--- config.mk ---
export PLATFORM = sky130hd
export DESIGN_NAME = i2c_master_byte_engine
export DESIGN_NICKNAME = d
export VERILOG_FILES = /design/src/hdl/i2cm_pkg.sv /design/src/hdl/i2cm_front.sv /design/src/hdl/i2cm_back.sv /design/src/hdl/i2c_master_byte_engine.sv
export SDC_FILE = /design/constraint.sdc
export NUM_CORES = 1
export LEC_CHECK = 0
export BUFFER_PORTS_ARGS = -buffer_cell sky130_fd_sc_hd__buf_4
export CELL_PAD_IN_SITES_DETAIL_PLACEMENT = 1
export CELL_PAD_IN_SITES_GLOBAL_PLACEMENT = 1
export CORE_MARGIN = 3
export CORE_UTILIZATION = 43
export CTS_BUF_LIST = sky130_fd_sc_hd__clkbuf_4 sky130_fd_sc_hd__clkbuf_8
export DETAILED_ROUTE_END_ITERATION = 12
export PLACE_DENSITY = 0.83
export SLEW_MARGIN = 0
export SYNTH_ARGS = -nofsm -noshare
export SYNTH_HDL_FRONTEND = slang
export SYNTH_SLANG_ARGS = --single-unit
--- constraint.sdc ---
create_clock -name clk_i -period 6.7 [get_ports clk_i]
set_input_delay 0 -clock clk_i [delete_from_list [all_inputs] [get_ports clk_i]]
set_output_delay 0 -clock clk_i [all_outputs]
set_load 0.05 [all_outputs]
--- src/hdl/i2cm_pkg.sv ---
// Shared types and codes for the I2C master byte engine.
`default_nettype none

package i2cm_pkg;

  localparam int unsigned DelayW = 16;

  // Operation codes on the input stream
  localparam logic [2:0] OP_TICK  = 3'd0;
  localparam logic [2:0] OP_START = 3'd1;
  localparam logic [2:0] OP_WRITE = 3'd2;
  localparam logic [2:0] OP_READ  = 3'd3;
  localparam logic [2:0] OP_STOP  = 3'd4;

  typedef enum logic [2:0] {
    KIND_NOP   = 3'd0,
    KIND_TICK  = 3'd1,
    KIND_START = 3'd2,
    KIND_WRITE = 3'd3,
    KIND_READ  = 3'd4,
    KIND_STOP  = 3'd5
  } kind_e;

  // One classified item waiting for the back end
  typedef struct packed {
    kind_e      kind;
    logic [7:0] data_byte;
    logic       send_ack;
    logic       scl_in;
    logic       sda_in;
  } cmd_t;

  // One result item
  typedef struct packed {
    logic       rejected;
    logic       busy_res;
    logic       ack_seen;
    logic [7:0] rx_byte;
    logic       done_res;
    logic       sda_low;
    logic       scl_low;
  } res_t;

endpackage

`default_nettype wire

--- src/hdl/i2cm_front.sv ---
// Front end: accepts input transfers, decodes the operation and queues them.
`default_nettype none

module i2cm_front
  import i2cm_pkg::*;
(
  input  wire logic        clk_i,
  input  wire logic        rst_ni,
  input  wire logic        in_valid_i,
  output logic             in_ready_o,
  input  wire logic [2:0]  op_i,
  input  wire logic [7:0]  data_byte_i,
  input  wire logic        send_ack_i,
  input  wire logic        scl_in_i,
  input  wire logic        sda_in_i,
  output logic             cmd_valid_o,
  input  wire logic        cmd_pop_i,
  output cmd_t             cmd_o
);

  cmd_t       fifo_q [2];
  logic       wr_ptr_q, wr_ptr_d;
  logic       rd_ptr_q, rd_ptr_d;
  logic [1:0] count_q, count_d;
  logic       push, pop;
  kind_e      kind;
  cmd_t       cmd_in;

  always_comb begin
    case (op_i)
      OP_TICK:  kind = KIND_TICK;
      OP_START: kind = KIND_START;
      OP_WRITE: kind = KIND_WRITE;
      OP_READ:  kind = KIND_READ;
      OP_STOP:  kind = KIND_STOP;
      default:  kind = KIND_NOP;
    endcase
  end

  always_comb begin
    cmd_in.kind      = kind;
    cmd_in.data_byte = data_byte_i;
    cmd_in.send_ack  = send_ack_i;
    cmd_in.scl_in    = scl_in_i;
    cmd_in.sda_in    = sda_in_i;
  end

  assign in_ready_o  = (count_q != 2'd2);
  assign cmd_valid_o = (count_q != 2'd0);
  assign push        = in_valid_i && in_ready_o;
  assign pop         = cmd_pop_i && cmd_valid_o;
  assign cmd_o       = fifo_q[rd_ptr_q];

  always_comb begin
    wr_ptr_d = push ? ~wr_ptr_q : wr_ptr_q;
    rd_ptr_d = pop ? ~rd_ptr_q : rd_ptr_q;
    case ({push, pop})
      2'b10:   count_d = count_q + 2'd1;
      2'b01:   count_d = count_q - 2'd1;
      default: count_d = count_q;
    endcase
  end

  always_ff @(posedge clk_i or negedge rst_ni) begin
    if (!rst_ni) begin
      wr_ptr_q <= 1'b0;
      rd_ptr_q <= 1'b0;
      count_q  <= 2'd0;
    end else begin
      wr_ptr_q <= wr_ptr_d;
      rd_ptr_q <= rd_ptr_d;
      count_q  <= count_d;
    end
  end

  always_ff @(posedge clk_i) begin
    if (push) begin
      fifo_q[wr_ptr_q] <= cmd_in;
    end
  end

endmodule

`default_nettype wire

--- src/hdl/i2cm_back.sv ---
// Back end: bus sequencer stepped by queued items, with the result register.
`default_nettype none

module i2cm_back
  import i2cm_pkg::*;
(
  input  wire logic              clk_i,
  input  wire logic              rst_ni,
  input  wire logic              cfg_we_i,
  input  wire logic [DelayW-1:0] cfg_wdata_i,
  input  wire logic              cmd_valid_i,
  output logic                   cmd_pop_o,
  input  wire cmd_t              cmd_i,
  output logic                   res_valid_o,
  input  wire logic              res_ready_i,
  output res_t                   res_o
);

  localparam logic [4:0] PH_IDLE      = 5'd0;
  localparam logic [4:0] PH_ST_WAIT   = 5'd1;
  localparam logic [4:0] PH_ST_D1     = 5'd2;
  localparam logic [4:0] PH_ST_D2     = 5'd3;
  localparam logic [4:0] PH_WR_SETUP  = 5'd4;
  localparam logic [4:0] PH_WR_HIGH   = 5'd5;
  localparam logic [4:0] PH_WR_ASETUP = 5'd6;
  localparam logic [4:0] PH_WR_AHIGH  = 5'd7;
  localparam logic [4:0] PH_WR_AWAIT  = 5'd8;
  localparam logic [4:0] PH_WR_AEND   = 5'd9;
  localparam logic [4:0] PH_RD_HIGH   = 5'd10;
  localparam logic [4:0] PH_RD_LOW    = 5'd11;
  localparam logic [4:0] PH_RD_ASETUP = 5'd12;
  localparam logic [4:0] PH_RD_AHIGH  = 5'd13;
  localparam logic [4:0] PH_RD_AEND   = 5'd14;
  localparam logic [4:0] PH_SP_LOW    = 5'd15;
  localparam logic [4:0] PH_SP_HIGH   = 5'd16;
  localparam logic [4:0] PH_SP_REL    = 5'd17;
  localparam logic [4:0] PH_SP_WAIT   = 5'd18;

  localparam logic [DelayW-1:0] DelayReset = DelayW'(100);

  logic [DelayW-1:0] dly_cfg_q;
  logic [4:0]        phase_q, phase_d;
  logic [3:0]        bit_cnt_q, bit_cnt_d;
  logic [7:0]        shift_q, shift_d;
  logic [DelayW-1:0] dly_q, dly_d;
  logic              ack_choice_q, ack_choice_d;
  logic              ack_flag_q, ack_flag_d;
  logic              scl_q, scl_d;
  logic              sda_q, sda_d;
  logic [7:0]        rx_q, rx_d;
  logic              out_vld_q, out_vld_d;
  res_t              out_res_q;
  res_t              res_d;

  logic              step;
  logic              done, rej;
  logic              dly_over;
  logic [DelayW-1:0] dly_dec;
  logic [3:0]        cnt_nx;

  assign step      = cmd_valid_i && (!out_vld_q || res_ready_i);
  assign cmd_pop_o = step;
  assign dly_over  = (dly_q <= DelayW'(1));
  assign dly_dec   = dly_over ? '0 : dly_q - DelayW'(1);
  assign cnt_nx    = bit_cnt_q + 4'd1;

  always_comb begin
    phase_d      = phase_q;
    bit_cnt_d    = bit_cnt_q;
    shift_d      = shift_q;
    dly_d        = dly_q;
    ack_choice_d = ack_choice_q;
    ack_flag_d   = ack_flag_q;
    scl_d        = scl_q;
    sda_d        = sda_q;
    rx_d         = rx_q;
    done         = 1'b0;
    rej          = 1'b0;

    if (step) begin
      case (cmd_i.kind)
        KIND_TICK: begin
          case (phase_q)
            PH_IDLE: begin
            end
            PH_ST_WAIT: begin
              if (cmd_i.scl_in && cmd_i.sda_in) begin
                sda_d   = 1'b1;
                dly_d   = dly_cfg_q;
                phase_d = PH_ST_D1;
              end
            end
            PH_ST_D1: begin
              dly_d = dly_dec;
              if (dly_over) begin
                scl_d   = 1'b1;
                dly_d   = dly_cfg_q;
                phase_d = PH_ST_D2;
              end
            end
            PH_ST_D2: begin
              dly_d = dly_dec;
              if (dly_over) begin
                phase_d = PH_IDLE;
                done    = 1'b1;
              end
            end
            PH_WR_SETUP: begin
              dly_d = dly_dec;
              if (dly_over) begin
                scl_d   = 1'b0;
                dly_d   = dly_cfg_q;
                phase_d = PH_WR_HIGH;
              end
            end
            PH_WR_HIGH: begin
              dly_d = dly_dec;
              if (dly_over) begin
                scl_d     = 1'b1;
                shift_d   = {shift_q[6:0], 1'b0};
                bit_cnt_d = cnt_nx;
                dly_d     = dly_cfg_q;
                if (cnt_nx > 4'd7) begin
                  sda_d   = 1'b0;
                  phase_d = PH_WR_ASETUP;
                end else begin
                  // next bit is the new MSB after the shift
                  sda_d   = ~shift_q[6];
                  phase_d = PH_WR_SETUP;
                end
              end
            end
            PH_WR_ASETUP: begin
              dly_d = dly_dec;
              if (dly_over) begin
                scl_d   = 1'b0;
                dly_d   = dly_cfg_q;
                phase_d = PH_WR_AHIGH;
              end
            end
            PH_WR_AHIGH: begin
              dly_d = dly_dec;
              if (dly_over) begin
                phase_d = PH_WR_AWAIT;
              end
            end
            PH_WR_AWAIT: begin
              // hold here while the slave stretches the clock
              if (cmd_i.scl_in) begin
                ack_flag_d = ~cmd_i.sda_in;
                scl_d      = 1'b1;
                dly_d      = dly_cfg_q;
                phase_d    = PH_WR_AEND;
              end
            end
            PH_WR_AEND: begin
              dly_d = dly_dec;
              if (dly_over) begin
                phase_d = PH_IDLE;
                done    = 1'b1;
              end
            end
            PH_RD_HIGH: begin
              dly_d = dly_dec;
              if (dly_over) begin
                shift_d = {shift_q[6:0], cmd_i.sda_in};
                scl_d   = 1'b1;
                dly_d   = dly_cfg_q;
                phase_d = PH_RD_LOW;
              end
            end
            PH_RD_LOW: begin
              dly_d = dly_dec;
              if (dly_over) begin
                bit_cnt_d = cnt_nx;
                dly_d     = dly_cfg_q;
                if (cnt_nx > 4'd7) begin
                  sda_d   = ack_choice_q;
                  phase_d = PH_RD_ASETUP;
                end else begin
                  scl_d   = 1'b0;
                  phase_d = PH_RD_HIGH;
                end
              end
            end
            PH_RD_ASETUP: begin
              dly_d = dly_dec;
              if (dly_over) begin
                scl_d   = 1'b0;
                dly_d   = dly_cfg_q;
                phase_d = PH_RD_AHIGH;
              end
            end
            PH_RD_AHIGH: begin
              dly_d = dly_dec;
              if (dly_over) begin
                scl_d   = 1'b1;
                dly_d   = dly_cfg_q;
                phase_d = PH_RD_AEND;
              end
            end
            PH_RD_AEND: begin
              dly_d = dly_dec;
              if (dly_over) begin
                sda_d   = 1'b0;
                rx_d    = shift_q;
                phase_d = PH_IDLE;
                done    = 1'b1;
              end
            end
            PH_SP_LOW: begin
              dly_d = dly_dec;
              if (dly_over) begin
                scl_d   = 1'b0;
                dly_d   = dly_cfg_q;
                phase_d = PH_SP_HIGH;
              end
            end
            PH_SP_HIGH: begin
              dly_d = dly_dec;
              if (dly_over) begin
                sda_d   = 1'b0;
                dly_d   = dly_cfg_q;
                phase_d = PH_SP_REL;
              end
            end
            PH_SP_REL: begin
              dly_d = dly_dec;
              if (dly_over) begin
                phase_d = PH_SP_WAIT;
              end
            end
            PH_SP_WAIT: begin
              if (cmd_i.scl_in && cmd_i.sda_in) begin
                phase_d = PH_IDLE;
                done    = 1'b1;
              end
            end
            default: phase_d = PH_IDLE;
          endcase
        end
        KIND_START, KIND_WRITE, KIND_READ, KIND_STOP: begin
          if (phase_q != PH_IDLE) begin
            rej = 1'b1;
          end else begin
            case (cmd_i.kind)
              KIND_START: begin
                sda_d   = 1'b0;
                scl_d   = 1'b0;
                phase_d = PH_ST_WAIT;
              end
              KIND_WRITE: begin
                shift_d   = cmd_i.data_byte;
                bit_cnt_d = 4'd0;
                sda_d     = ~cmd_i.data_byte[7];
                dly_d     = dly_cfg_q;
                phase_d   = PH_WR_SETUP;
              end
              KIND_READ: begin
                shift_d      = 8'd0;
                bit_cnt_d    = 4'd0;
                ack_choice_d = cmd_i.send_ack;
                sda_d        = 1'b0;
                scl_d        = 1'b0;
                dly_d        = dly_cfg_q;
                phase_d      = PH_RD_HIGH;
              end
              default: begin
                scl_d   = 1'b1;
                sda_d   = 1'b1;
                dly_d   = dly_cfg_q;
                phase_d = PH_SP_LOW;
              end
            endcase
          end
        end
        default: begin
          // unused op codes leave every state bit alone
        end
      endcase
    end
  end

  always_comb begin
    res_d.rejected = rej;
    res_d.busy_res = (phase_d != PH_IDLE);
    res_d.ack_seen = ack_flag_d;
    res_d.rx_byte  = rx_d;
    res_d.done_res = done;
    res_d.sda_low  = sda_d;
    res_d.scl_low  = scl_d;
    if (step) begin
      out_vld_d = 1'b1;
    end else if (res_ready_i) begin
      out_vld_d = 1'b0;
    end else begin
      out_vld_d = out_vld_q;
    end
  end

  always_ff @(posedge clk_i or negedge rst_ni) begin
    if (!rst_ni) begin
      dly_cfg_q    <= DelayReset;
      phase_q      <= PH_IDLE;
      bit_cnt_q    <= 4'd0;
      shift_q      <= 8'd0;
      dly_q        <= '0;
      ack_choice_q <= 1'b0;
      ack_flag_q   <= 1'b0;
      scl_q        <= 1'b0;
      sda_q        <= 1'b0;
      rx_q         <= 8'd0;
      out_vld_q    <= 1'b0;
    end else begin
      if (cfg_we_i) begin
        dly_cfg_q <= cfg_wdata_i;
      end
      phase_q      <= phase_d;
      bit_cnt_q    <= bit_cnt_d;
      shift_q      <= shift_d;
      dly_q        <= dly_d;
      ack_choice_q <= ack_choice_d;
      ack_flag_q   <= ack_flag_d;
      scl_q        <= scl_d;
      sda_q        <= sda_d;
      rx_q         <= rx_d;
      out_vld_q    <= out_vld_d;
    end
  end

  always_ff @(posedge clk_i) begin
    if (step) begin
      out_res_q <= res_d;
    end
  end

  assign res_valid_o = out_vld_q;
  assign res_o       = out_res_q;

endmodule

`default_nettype wire

--- src/hdl/i2c_master_byte_engine.sv ---
// I2C master byte engine: start, write, read and stop sequencing from tick items.
//
// Input stream: each transfer is one item, either a tick carrying the sampled
// SCL/SDA levels or a bus command (start, write byte, read byte, stop). Every
// item yields exactly one result transfer with the pin drives, a done pulse,
// the last received byte, the last acknowledge seen, busy and rejected flags.
// Commands that arrive while a command is still running are rejected.
// A result is presented the cycle after its item leaves the two-entry input
// queue; each item passes through the queue and then the result register.
// Throughput: one item per clock while the receiver takes results; each item is one step of the bus sequencer.
// Bus timing is set by delay_ticks (cfg_we_i/cfg_wdata_i): each delay step
// lasts that many tick items, a value of zero acting as one.
// When the receiver stalls, the result register holds, the queue absorbs two
// more items and then s_axis_tready drops until results drain.
// Reset: both lines released, sequencer idle, delay_ticks = 100, received
// byte and acknowledge cleared, queue and result register empty.
`default_nettype none

module i2c_master_byte_engine
  import i2cm_pkg::*;
(
  input  wire logic              clk_i,
  input  wire logic              rst_ni,
  input  wire logic              cfg_we_i,
  input  wire logic [DelayW-1:0] cfg_wdata_i,
  input  wire logic              s_axis_tvalid,
  output logic                   s_axis_tready,
  // [7:0] data_byte, [8] send_ack, [9] scl_in, [10] sda_in, [15:11] zero
  input  wire logic [15:0]       s_axis_tdata,
  // [2:0] op
  input  wire logic [2:0]        s_axis_tuser,
  output logic                   m_axis_tvalid,
  input  wire logic              m_axis_tready,
  // [0] scl_low, [1] sda_low, [2] done_res, [10:3] rx_byte, [11] ack_seen,
  // [12] busy_res, [13] rejected, [15:14] zero
  output logic [15:0]            m_axis_tdata
);

  logic cmd_valid;
  logic cmd_pop;
  cmd_t cmd;
  res_t res;

  i2cm_front u_front (
    .clk_i       (clk_i),
    .rst_ni      (rst_ni),
    .in_valid_i  (s_axis_tvalid),
    .in_ready_o  (s_axis_tready),
    .op_i        (s_axis_tuser),
    .data_byte_i (s_axis_tdata[7:0]),
    .send_ack_i  (s_axis_tdata[8]),
    .scl_in_i    (s_axis_tdata[9]),
    .sda_in_i    (s_axis_tdata[10]),
    .cmd_valid_o (cmd_valid),
    .cmd_pop_i   (cmd_pop),
    .cmd_o       (cmd)
  );

  i2cm_back u_back (
    .clk_i       (clk_i),
    .rst_ni      (rst_ni),
    .cfg_we_i    (cfg_we_i),
    .cfg_wdata_i (cfg_wdata_i),
    .cmd_valid_i (cmd_valid),
    .cmd_pop_o   (cmd_pop),
    .cmd_i       (cmd),
    .res_valid_o (m_axis_tvalid),
    .res_ready_i (m_axis_tready),
    .res_o       (res)
  );

  assign m_axis_tdata = {2'b00, res.rejected, res.busy_res, res.ack_seen, res.rx_byte,
                         res.done_res, res.sda_low, res.scl_low};

  // A completing command leaves the engine idle
  a_done_not_busy: assert property (@(posedge clk_i) disable iff (!rst_ni)
    m_axis_tvalid && res.done_res |-> !res.busy_res)
    else $error("done result reports busy");

  // A rejected command never completes anything and only happens while busy
  a_reject_busy: assert property (@(posedge clk_i) disable iff (!rst_ni)
    m_axis_tvalid && res.rejected |-> res.busy_res && !res.done_res)
    else $error("rejected result inconsistent with busy/done");

  // The queue only drains into the back end when an item is waiting
  a_pop_valid: assert property (@(posedge clk_i) disable iff (!rst_ni)
    cmd_pop |-> cmd_valid)
    else $error("back end stepped without a queued item");

endmodule

`default_nettype wire

# Yosys cells after proc, flatten, opt, wreduce, memory -nomap -nowiden
# Memory sizes are Yosys's and may differ from the RTL's.
# Index checks and enable logic that the tools add are counted.
[op_classes] addsub=4 order_cmp=2 eq_ne=42 muxes=81 n_reduce_logical=28 bitwise_logic=6
[op_table] op="16-bit 2-to-1 mux" count=6
[op_table] op="5-bit 2-to-1 mux" count=18
[op_table] op="5-bit case mux with 17 select lines" count=1
[op_table] op="16-bit case mux with 4 select lines" count=1
[op_table] op="8-bit 2-to-1 mux" count=7
[op_table] op="8-bit case mux with 2 select lines" count=3
[op_table] op="5-bit by 4-bit == test with 1-bit output (second input constant)" count=8
[op_table] op="16-bit case mux with 2 select lines" count=1
[op_table] op="1-bit 2-to-1 mux" count=26
[op_table] op="5-bit by 3-bit == test with 1-bit output (second input constant)" count=4
[op_table] op="16-bit by 1-bit less-or-equal comparator with 1-bit output (second input constant)" count=1
[op_table] op="4-bit 2-to-1 mux" count=4
[op_table] op="16-bit by 1-bit subtractor with 16-bit output (second input constant)" count=1
[op_table] op="5-bit == test (second input constant)" count=3
[op_table] op="3-bit case mux with 5 select lines" count=1
[op_table] op="7-bit AND reduction" count=2
[op_table] op="3-bit by 2-bit == test with 1-bit output (second input constant)" count=4
[op_table] op="3-bit by 2-bit inequality test with 1-bit output (second input constant)" count=4
[op_table] op="4-bit case mux with 3 select lines" count=1
[op_table] op="4-bit OR reduction" count=3
[op_table] op="5-bit by 2-bit == test with 1-bit output (second input constant)" count=2
[op_table] op="2-bit inequality test (second input constant)" count=5
[op_table] op="1-bit case mux with 2 select lines" count=5
[op_table] op="5-bit case mux with 2 select lines" count=1
[op_table] op="32 further kinds" count=51
[word_totals] wordCells=185 mem_count=1 in_bits=40 register_bits=80 output_inout_bits=18 ramBits=28
[mem_list] memory="u_front.fifo_q" depth=2 width=14 rd=1 rd_clocked_by_memory_dff=0 wr=1 line="i2cm_front.sv:21" text="cmd_t fifo_q [2];"

# Depth between registers and ports, before layout
[logic_depth] ltp_word=8 ltp_mapped=10 ltp_nobuf=8

# Cells and area by module
# Synthesis repeated with hierarchy kept, for this count alone.
[unflattened] hier_cells=523 hier_area_um2=5699.2
[modules_own_cells] mod="i2cm_back" area_each_um2=4436.8 cells_per_inst=452 seq_area_each_um2=1975.6 instances=1
[modules_own_cells] mod="i2cm_front" area_each_um2=1243.7 cells_per_inst=68 seq_area_each_um2=940.9 instances=1
[modules_own_cells] mod="i2c_master_byte_engine" area_each_um2=18.8 cells_per_inst=3 seq_area_each_um2=0.0 instances=1

# Least setup slack after synthesis
# OpenSTA, ideal clock, no wires.
[synth_path] path_kind="register to register" start="register u_back.out_vld_q, in the netlist u_back.res_valid_o" end="register u_back.out_res_q (netlist bit u_back.res_o[12]) (data pin)" setup_ps=272 t_required_ps=6428 path_stages_with_launch=9 synth_period_minus_slack_ps=3037 path_slack_ps=3663 t_arrival_ps=2765 path_buffers=0 cell_sequence="dfrtp_1 nand2b_1 o21ai_2 clkinv_1 nand2_4 a21oi_1 a22o_1 or4b_1 or4_1"
[synth_lines] element="start, declared" line="i2cm_back.sv:51" text="logic out_vld_q, out_vld_d;"
[synth_lines] element="start signal, assigned" line="i2cm_back.sv:327" text="out_vld_q <= out_vld_d;"
[synth_lines] element="end signal, assigned" line="i2cm_back.sv:333" text="out_res_q <= res_d;"
[synth_lines] element="end, declared" line="i2cm_back.sv:52" text="res_t out_res_q;"

# Worst setup path in the final report
[layout_path] start="register u_front.rd_ptr_q" end="register u_back.dly_q[7]"
[layout_between] elab_chain_cells=5 elab_cells_between_ends=16 cone_classes="eq/ne (10); mux (1); reduce/logical (4); memory (1)"
[layout_rtl] element="start, declared" line="i2cm_front.sv:23" text="logic rd_ptr_q, rd_ptr_d;"
[layout_rtl] element="start signal, assigned" line="i2cm_front.sv:71" text="rd_ptr_q <= rd_ptr_d;"
[layout_rtl] element="memory 2 x 14 bit *"
[layout_rtl] element="3-bit == test, or another cell as far along" line="i2cm_back.sv:81" text="case (cmd_i.kind)"
[layout_rtl] element="4-bit OR reduction" line="i2cm_back.sv:81"
[layout_rtl] element="2-bit inequality test (no line) or 2-bit nonzero test (tied branches)"
[layout_rtl] element="7-bit AND reduction (no line)"
[layout_rtl] element="end signal, assigned" line="i2cm_back.sv:321" text="dly_q <= dly_d;"
[layout_rtl] element="end, declared" line="i2cm_back.sv:45" text="logic [DelayW-1:0] dly_q, dly_d;"
# Every way passes the cells marked *; elsewhere a longest branch is shown, timed or not.
# A chain may end at the register's enable or synchronous reset.

==> impl_metrics.env <==
export IMPL_skew_ns=0.0207
export IMPL_first_pass_iters=5
export IMPL_drtIter0Drc=317
export IMPL_max_stage_delay_ns=1.03
export IMPL_peakVddDrop_v=0.000225
export IMPL_synth_top_cell_by_area="dfrtp_1"
export IMPL_clkSinkCount=108
export IMPL_path_max_fanout=32
export IMPL_synth_simple_area_share_pct=15.5
export IMPL_powerDensity_nw_per_um2=427
export IMPL_min_to="u_back.dly_cfg_q[5]"
export IMPL_pin_count=58
export IMPL_timing_rr_start="u_front.rd_ptr_q"
export IMPL_maxCapViolations=0
export IMPL_post_cts_buffers=0
export IMPL_final_net_count=623
export IMPL_fin_area_sq_um=6410
export IMPL_async_flop_share_pct=61.1
export IMPL_clk_latency_ns=0.40
export IMPL_synth_compound_area_share_pct=15.9
export IMPL_dp_hpwl_microns=9580
export IMPL_final_setup_viol_count=0
export IMPL_dp_cells=702
export IMPL_power_leakage_nw=2.54
export IMPL_critPathMostFrequentCell="o21ai_0"
export IMPL_fmax_mhz=240
export IMPL_first_global_vias=4633
export IMPL_crit_required_ns=6.93
export IMPL_synth_edff_count=42
export IMPL_r2r_slack_ns=2.54
export IMPL_n_antenna_cell=0
export IMPL_rsz0062_at_grt="false"
export IMPL_slew_viol_final=0
export IMPL_netlist_top_cells_area="dfrtp_1 29%, edfxtp_1 23%, mux2_2 6.3%"
export IMPL_h_tree_depth=3
export IMPL_drive_above_1_share_pct=19.3
export IMPL_die_w_microns=118
export IMPL_outcome="complete, no violations"
export IMPL_synth_seq_cells=108
export IMPL_worst_slew_pin_slew_ns=1.24
export IMPL_clk_pin_slew_worst_paths_ns=0.12
export IMPL_cp_start_kind="flop"
export IMPL_globalRouteOverflowTotal=0
export IMPL_drc_errors=0
export IMPL_muxShareOfSynthArea_pct=9.06
export IMPL_synthCells=507
export IMPL_area_growth_pct=19.4
export IMPL_crit_arrival_ns=4.40
export IMPL_dpl_instance_area_sq_um=5860
export IMPL_hp_class="input port to flop"
export IMPL_final_cells=752
export IMPL_num_vias=4424
export IMPL_synth_top_family_by_area="compound AO/OA/AOI/OAI gates"
export IMPL_grt_pass1_wl_microns=24900
export IMPL_cts_buffer_depth=2
export IMPL_cts_root_buf="clkbuf_8"
export IMPL_synth_top_area_share_pct=29.4
export IMPL_track_usage_pct=22.4
export IMPL_synth_cell_types=67
export IMPL_yosysSeqAreaShare_pct=54.3
export IMPL_numCtsBuffers=9
export IMPL_slew_headroom_pct=16.5
export IMPL_holdPathStages=2
export IMPL_worstHoldStart="cfg_we_i"
export IMPL_die_area_sq_um=13900
export IMPL_portBuffers=50
export IMPL_antenna_found_initial=0
export IMPL_critical_path_class="flop to flop"
export IMPL_coreArea_sq_um=12100
export IMPL_grt_max_degree=67
export IMPL_die_h_microns=118
export IMPL_ys_warn_count=0
export IMPL_initial_core_util_pct=44.3
export IMPL_finalCritPeriodShare_pct=62.1
export IMPL_crit_slowest_cell="dfrtp_1"
export IMPL_ant_nets=0
export IMPL_critPathCaptureType="flop"
export IMPL_routed_wl_microns=15000
export IMPL_reg2reg_depth=7
export IMPL_min_period_ns=4.16
export IMPL_rows=40
export IMPL_place_gp_congestion=0.881
export IMPL_cts_tree="yes"
export IMPL_finalSetupTns_ns=0
export IMPL_r2r_end="u_back.dly_q[7]"
export IMPL_synth_adder_area_share_pct=0.932
export IMPL_syn_area_sq_um=5370
export IMPL_synthFlopType="dfrtp_1"
export IMPL_path_cells="mux2i_1 > nand3_2 > nor2_1 > o221ai_1 > o21a_1 > o21ai_0 > o21ai_0"
export IMPL_via_per_inst=5.88
export IMPL_hold_viol=0
export IMPL_avgSynthCellArea_sq_um=10.6
export IMPL_synth_xor_area_share_pct=1.63
export IMPL_wire_per_inst_microns=20.0
-- metrics by stage --
stage / hold WS (ns) / util, % / total power (W) / setup WS, ns
6_report: 0.0367 / 52.9 / 0.00273 / 2.54
5_1_grt: 0.0378 / 52.9 / 0.00292 / 2.30
4_1_cts: 0.0161 / 52.9 / 0.00272 / 2.74
3_5_place_dp: 0.178 / 48.4 / 0.00227 / 2.80
3_3_place_gp: 0.173 / 48.4 / 0.00220 / 2.95
2_1_floorplan: -0.296 / - / 0.00191 / 3.66
-- how the worst max path moves through the flow --
stage	startpoint	end	slack [ns]	cells past startpoint
2_1_floorplan	u_back.res_valid_o	u_back.res_o[12]	3.66	8
3_3_place_gp	u_front.rd_ptr_q	u_back.dly_q[0]	2.95	7
3_5_place_dp	u_front.rd_ptr_q	u_back.dly_q[7]	2.80	7
4_1_cts	u_front.rd_ptr_q	u_back.dly_q[7]	2.74	7
5_1_grt	u_front.rd_ptr_q	u_back.dly_q[3]	2.30	7
6_report	u_front.rd_ptr_q	u_back.dly_q[7]	2.54	7
-- power breakdown --
| group | internal, W | switching (W) | total [W] |
|---|---|---|---|
| sequential | 0.000899 | 0.000220 | 0.00112 |
| combinational | 0.000409 | 0.000782 | 0.00119 |
| clock | 0.000185 | 0.000240 | 0.000425 |
-- worst max-delay path, delay by kind of cell (launching register included) --
| family | cells | cell delay (ns) |
|---|---|---|
| AOI/OAI and AO/OA | 4 | 1.29 |
| and+or+nand+nor | 2 | 0.93 |
| muxes | 1 | 0.73 |
| DFF | 1 | 1.03 |
-- layout by cell type, fill, tap and decap left out, types with 9 or more instances in the layout --
cell,count
edfxtp_1,42
mux2_2,30
buf_4,52
o21ai_0,59
dfrtp_1,63
nor2_1,53
nor3_1,13
nor4_1,9
nand2_1,39
mux2i_1,12
clkbuf_8,9
a21oi_1,42
dlygate4sd3_1,34
-- cell usage after synthesis (4+ instances only) --
cell / number
a211oi_1: 4
a21oi_1: 42
a22oi_1: 7
a31oi_1: 5
clkbuf_1: 17
dfrtp_1: 63
edfxtp_1: 42
ha_1: 4
inv_1: 5
mux2_2: 30
mux2i_1: 12
nand2_1: 39
nand2b_1: 8
nand3_1: 7
nor2_1: 53
nor3_1: 13
nor3b_1: 4
nor4_1: 9
o21a_1: 4
o21ai_0: 59
o31ai_1: 4
xnor2_1: 8
-- per-layer routing --
layer | routed length (microns) | vias up | GRT usage (%)
met5 | 0 | - | 0
met2 | 7890 | 129 | 40.2
met4 | 226 | 0 | 5.05
met1 | 6200 | 2254 | 27.8
met3 | 695 | 22 | 4.81
li1 | - | 2019 | -
-- sequential cells by signal, indices dropped and copies added (netlist names) --
register	cells
u_back.phase_q	5
u_front.count_q	2
u_back.res_valid_o	1
u_back.sda_q	1
u_back.res_o	14
u_back.bit_cnt_q	4
u_back.shift_q	8
u_back.dly_cfg_q	16
u_back.scl_q	1
u_back.ack_flag_q	1
u_front.rd_ptr_q	1
u_front.wr_ptr_q	1
u_back.dly_q	16
u_back.ack_choice_q	1
u_back.rx_q	8
u_front.fifo_q	28
-- cell type report --
| type | count | area [sq um] |
|---|---|---|
| inverters | 6 | 22.5 |
| well taps | 168 | 210 |
| repair buffers | 86 | 731 |
| clock buffers | 10 | 131 |
| flip-flops and latches | 108 | 2920 |
| clock inverters | 6 | 80.1 |
| fillers | 1346 | 5700 |
| multi-input cells | 368 | 2320 |
-- kinds of logic (layout without fill, tap and decap cells) --
logic type / after synthesis / after routing
other: 1 / 2
buffers and inverters: 32 / 108
XOR/XNOR: 10 / 10
multiplexers: 44 / 44
AO/OA/AOI/OAI: 146 / 146
AND/OR/NAND/NOR: 162 / 162
flip-flops: 108 / 108
adder cells (fa/ha/maj): 4 / 4
-- timing repair --
action                    CTS  global route
hold buffers               34             0
resized for setup           0             0
hold endpoints to repair  109             0
(Power assumes the default switching activity.)
